**config.mk**
```make
export PLATFORM = sky130hd
export DESIGN_NAME = phh2d_binner
export DESIGN_NICKNAME = d
export VERILOG_FILES = /design/src/hw/rtl/phh2d_pkg.sv /design/src/hw/rtl/phh2d_binner.sv
export SDC_FILE = /design/constraint.sdc
export NUM_CORES = 2
export LEC_CHECK = 0
export CORE_MARGIN = 5
export CORE_UTILIZATION = 68
export CTS_CLUSTER_SIZE = 20
export DETAILED_ROUTE_END_ITERATION = 10
export DONT_BUFFER_PORTS = 1
export PLACE_DENSITY = 0.9
export SLEW_MARGIN = 20
export SYNTH_ARGS = -nofsm -noshare
export SYNTH_HDL_FRONTEND = slang
export SYNTH_SLANG_ARGS = --single-unit
```
**constraint.sdc**
```tcl
create_clock -name clk -period 11.2 [get_ports clk]
set_input_delay 1.68 -clock clk [delete_from_list [all_inputs] [get_ports clk]]
set_output_delay 1.68 -clock clk [all_outputs]
set_load 0.005 [all_outputs]
```
**src/hw/rtl/phh2d_pkg.sv**
```systemverilog
// Shared types and constants for the plate hit histogram.
`timescale 1ns / 1ps
package phh2d_pkg;

	localparam int PLATE_W    = 3;
	localparam int POS_W      = 32;
	localparam int SCALE_W    = 32;
	localparam int CFG_DATA_W = 64;
	localparam int CFG_IDX_W  = 3;
	localparam int CNT_W      = 32;
	localparam int BIN_OUT_W  = 6;
	localparam int NUM_PLATES = 6;
	localparam int FIFO_DEPTH = 4;

	typedef logic [CFG_IDX_W-1:0] cfg_idx_t;

	// Configuration register indexes.
	localparam cfg_idx_t REG_PLATE1_SCALE = 3'd0;
	localparam cfg_idx_t REG_PLATE6_SCALE = 3'd5;
	localparam cfg_idx_t REG_BIN_OFFSET   = 3'd6;

	localparam logic [CFG_DATA_W-1:0] SCALE_RESET  = 64'h0001_0000_0001_0000;
	localparam logic [POS_W-1:0]      OFFSET_RESET = 32'h0020_0000;
	localparam logic [CNT_W-1:0]      CNT_MAX      = '1;

	typedef struct packed {
		logic                 accepted;
		logic [BIN_OUT_W-1:0] bin_h;
		logic [BIN_OUT_W-1:0] bin_v;
		logic [CNT_W-1:0]     bin_count;
		logic [CNT_W-1:0]     plate_peak;
		logic [CNT_W-1:0]     plate_total;
	} res_t;

endpackage

```
**src/hw/rtl/phh2d_binner.sv**
```systemverilog
// One axis of the binning datapath: scale multiply, offset add, floor and grid check.
`timescale 1ns / 1ps
module phh2d_binner #(
	parameter int GRID = 64
) (
	input  logic                                clk,
	input  logic signed [phh2d_pkg::POS_W-1:0]  pos,
	input  logic [phh2d_pkg::SCALE_W-1:0]       scale,
	input  logic [phh2d_pkg::POS_W-1:0]         offset,
	output logic                                in_grid_s3,
	output logic [$clog2(GRID)-1:0]             bin_s3
);
	import phh2d_pkg::*;

	localparam int BIN_W = $clog2(GRID);

	logic signed [SCALE_W:0]         scale_sx;
	logic signed [POS_W+SCALE_W:0]   prod;
	logic [POS_W+SCALE_W-1:0]        prod_s2;
	logic [POS_W+SCALE_W:0]          sum;
	logic [POS_W:0]                  ipart;

	// Exact signed Q32.32 product; the scale is unsigned, so it gets a zero sign bit.
	always_comb begin
		scale_sx = $signed({1'b0, scale});
		prod     = pos * scale_sx;
	end

	always_ff @(posedge clk) begin
		prod_s2 <= prod[POS_W+SCALE_W-1:0];
	end

	// Offset widened to Q32.32; the integer part of the sum is the floor.
	always_comb begin
		sum   = {prod_s2[POS_W+SCALE_W-1], prod_s2}
			+ {{(SCALE_W-16+1){offset[POS_W-1]}}, offset, 16'h0000};
		ipart = sum[POS_W+SCALE_W:SCALE_W];
	end

	always_ff @(posedge clk) begin
		in_grid_s3 <= !ipart[POS_W] && (ipart != '0) && (ipart <= (POS_W+1)'(GRID));
		bin_s3     <= BIN_W'(ipart - (POS_W+1)'(1));
	end

endmodule

```
[Word-level counts from Yosys, hierarchy flattened]
Index checks and enable logic that the tools add are counted.
Word-level totals
  word-level logic and storage cells: 11
  register bits after elaboration: 71
  output and inout port bits: 7
Cells by class
  reductions and logical operators: 4
  multipliers: 1
  add/sub/neg operators: 2
  magnitude comparators: 1
Operators with widths (number)
  adder 64 x 48 -> 65 bit: 1
  multiplier 32 x 33 -> 64 bit: 1
  less-or-equal comparator 33 x 7 -> 1 bit, second input constant: 1
  nonzero test 33 bit: 1
  subtractor 6 x 1 -> 6 bit, second input constant: 1
  logical AND 1 bit: 2
  logical NOT 1 bit: 1

[Depth between registers and ports, before layout]
  word-level depth: 4
  depth in mapped cells: 27

[Worst setup path after synthesis]
No wires, ideal clock.
  path kind: input to register
  start: input port scale[31] in the netlist's numbering
  end: register prod_s2[63]
  arrival: 8.384 ns
  path buffers: 1
  stages on the path: 24
  setup time: 0.116 ns
  path slack: 2.700 ns
  cells stage by stage: clkbuf_1 > nand2_1 > fa_1 > inv_1 > fa_1 > inv_1 > fa_1 > fa_1 > inv_1 > fa_1 > fa_1 > fa_1 > fa_1 > ha_1 > and2_1 > o31a_1 > o21ai_0 > a21oi_1 > a221o_1 > a21oi_4 > a311o_2 > o21ai_1 > a2111o_1 > o211a_1
On the way
  longest elaborated chain between the ends: 1
RTL lines
  from (decl): line phh2d_binner.sv:8  | input logic [phh2d_pkg::SCALE_W-1:0] scale,
  multiplier 32 x 33 -> 64 bit: line phh2d_binner.sv:26  | prod = pos * scale_sx;
  named net prod[63]: line phh2d_binner.sv:18  | logic signed [POS_W+SCALE_W:0] prod;
  to (signal assigned): line phh2d_binner.sv:30  | prod_s2 <= prod[POS_W+SCALE_W-1:0];
  to (decl): line phh2d_binner.sv:19  | logic [POS_W+SCALE_W-1:0] prod_s2;
The timed path passes the listed nets, and every way through them passes these cells.

[Worst setup path in the final report]
  start: input port pos[2] in the netlist's numbering
  end: register prod_s2[63]
On the way
  longest elaborated chain between the ends: 1
RTL lines
  from (decl): line phh2d_binner.sv:7  | input logic signed [phh2d_pkg::POS_W-1:0] pos,
  multiplier 32 x 33 -> 64 bit: line phh2d_binner.sv:26
  named net prod[63]: line phh2d_binner.sv:18
The timed path passes the listed nets, and every way through them passes these cells.

==> flow_metrics.tcl <==
set metrics [dict create \
    status "finished clean" \
    stdcell_area_sq_um 37200 \
    reg2reg_from "prod_s2[48]" \
    syn_area_sq_um 36900 \
    period_share 0.772 \
    skew_ns 0.0173 \
    insertion_delay_ns 0.31 \
    coreArea_sq_um 53800 \
    start_util 0.686 \
    relSlewSlack 0.413 \
    async_flop_share 0 \
    synth-seq-area-share 0.0298 \
    wl_per_cell_um 20.9 \
    finalCriticalPeriod_ns 8.65 \
    cts_hold_buf 0 \
    post_dp_cell_area_sq_um 37000 \
    setup_viol 0 \
    cp_num_buf_inv 4 \
    htree_num_levels 2 \
    synth_ff_type "dfxtp_1" \
    multi_input_comb_area_sq_um 31600 \
    clkSinkCount 55 \
    post_cts_resized 0 \
    r2r.worst_path.cells 11 \
    worst_ep_required_time_ns 11.41 \
    rows 85 \
    cp.arrival_ns 8.86 \
    syn_avg_cell_area_sq_um 9.14 \
    cts_root_buf "clkbuf_16" \
    dieHeight_um 243 \
    via_per_inst 6.04 \
    pin_count 104 \
    dp.cells 4527 \
    clockBufferDepth 2 \
    syn-instance-count 4036 \
    cts_setup_buffers 0 \
    min-delay-start "prod_s2[32]" \
    gp_congestion 0.946 \
    grt_usage 0.332 \
    grt_max_degree 33 \
    critPathTopFamily "adder cells" \
    yosysMostFrequentCell "inv_1" \
    synth_top_area_frac 0.486 \
    setup_tns_ns 0 \
    critical-path-slowest-cell "fa_1" \
    tritoncts "yes" \
    nFillCells 3858 \
    worstPathCellList "and2_1 -> fa_1 -> fa_1 -> inv_1 -> fa_1 -> fa_1 -> inv_1 -> fa_1 -> inv_1 -> fa_1 -> inv_1 -> fa_1 -> fa_1 -> ha_1 -> nand3_1 -> nor3_1 -> a31oi_1 -> a31oi_2 -> o31a_1 -> a21oi_4 -> a311o_2 -> o21ai_1 -> nand2_1 -> o211a_1" \
    areaGrowthSynthToFinish_pct 0.702 \
    ff_latch_area_sq_um 1100 \
    ys_top_cells_by_count "899 x inv_1, 896 x fa_1, 659 x and2_1, 394 x nand2_1, 336 x ha_1" \
    tightest_slew_ns 0.866 \
    routed_wl_um 95000 \
    dp_hpwl_um 74800 \
    final_nets 5167 \
    antenna_found_initial 0 \
    crit_top_cell "fa_1" \
    synth.area.top_cells "fa_1 49%, ha_1 11%, and2_1 11%" \
    hold_end "bin_s3[0]" \
    drt_drc_violations_left 0 \
    hold_viol 0 \
    worstReg2RegEnd "in_grid_s3" \
    grt_pass1_wl_um 158000 \
    r2r_setup_slack_ns 7.77 \
    max_freq_mhz 116 \
    path_depth 24 \
    die_w_um 243 \
    syn-num-nets 5365 \
    grt_pass1_vias 31347 \
    critPathMaxFanout 32 \
    drt_iter0_markers 2054 \
    hold_ws_ns 0.885 \
    globalRoute.totalOverflow 0 \
    yosys.area.top_type "fa_1" \
    drive_above_1_share 0.00990 \
    hold_class "reg -> reg" \
    cp-start-kind "input port" \
    max-cap-violations 0 \
    clk_pin_slew_worst_paths_ns 0.09 \
    vias 27399 \
    min_path_cells 3 \
    cp-end-kind "flop" \
    final_cells 4536 \
    ys_ff_latch 55 \
    rsz0062_at_grt "no" \
    synth_cell_types 84 \
    ant_nets 0 \
    ys_warn_count 0 \
    synth_edf_count 0 \
    slew_violations 0 \
    die_area_sq_um 59000 \
    path_class "in -> reg" \
    cts_made_buffers 5 \
    cpPeakStageDelay_ns 0.57 \
    first_pass_iters 7 \
    portBuffers 0 \
]
==> cell families after synthesis <==
kind of cell | synth area share
buffers and inverters | 0.113
and+or+nand+nor | 0.187
adders and majority gates | 0.600
AOI/OAI and AO/OA | 0.0544
DFF | 0.0298
xor gates and xnor gates | 0.0147
muxes | 0.00136
==> worst register-to-register path: stages (launching register included) <==
cell and delay, ns:
dfxtp_1 0.31, ha_1 0.47, nand4_1 0.26, nor3_1 0.30, or4b_1 0.48, a211oi_2 0.24
nor4_1 0.10, nor4_1 0.28, o21ai_0 0.17, nor4_1 0.27, nand4_1 0.16, nor4bb_1 0.30
==> area by class of cell <==
| type | instances | area share |
|---|---|---|
| multi-input combinational | 2876 | 0.852 |
| inverter | 899 | 0.0908 |
| sequential | 55 | 0.0296 |
| tap | 696 | 0.0234 |
| clock buffer | 5 | 0.00337 |
| clock inverter | 3 | 0.000909 |
| timing repair buffer | 1 | 0.000202 |
| antenna | 1 | 0.0000673 |
==> routing by layer <==
layer	track usage	vias to the layer above	routed length, um
met3	0.0517	563	7260
met1	0.384	13851	32100
met4	0.205	0	7500
met2	0.581	1401	48200
met5	0	-	0
li1	-	11584	-
==> per-stage QoR <==
stage	setup slack (ns)	util
global placement	2.44	0.687
floorplan	2.70	-
detailed placement	2.29	0.687
global route	2.23	0.690
finish	2.55	0.690
CTS	2.62	0.690
==> placed cells by master, fill, tap and decap left out, types with 18 or more instances in the layout <==
cell / Yosys / routed
a21o_1: 35 / 35
a21oi_1: 90 / 90
and2_1: 659 / 659
dfxtp_1: 55 / 55
fa_1: 896 / 896
ha_1: 336 / 336
inv_1: 899 / 899
nand2_1: 394 / 394
nand2b_1: 24 / 24
nand3_1: 30 / 30
nand4_1: 18 / 18
nor2_1: 68 / 68
nor3_1: 22 / 22
o21a_1: 18 / 18
o21ai_0: 37 / 37
xnor2_1: 36 / 36
xor2_1: 26 / 26
==> registers in the layout, indices dropped and copies added, names as in the netlist <==
signal	cells
in_grid_s3	1
prod_s2	48
bin_s3	6
==> how the worst max path moves through the flow <==
stage / from / to
2_1_floorplan: scale[31] / prod_s2[63]
3_3_place_gp: scale[16] / prod_s2[63]
3_5_place_dp: pos[2] / prod_s2[63]
4_1_cts: scale[16] / prod_s2[63]
5_1_grt: pos[2] / prod_s2[59]
6_report: pos[2] / prod_s2[63]
Power is left out: the tool's default activity adds up to more than one toggle a clock period on the data nets, which glitch-free logic cannot reach.
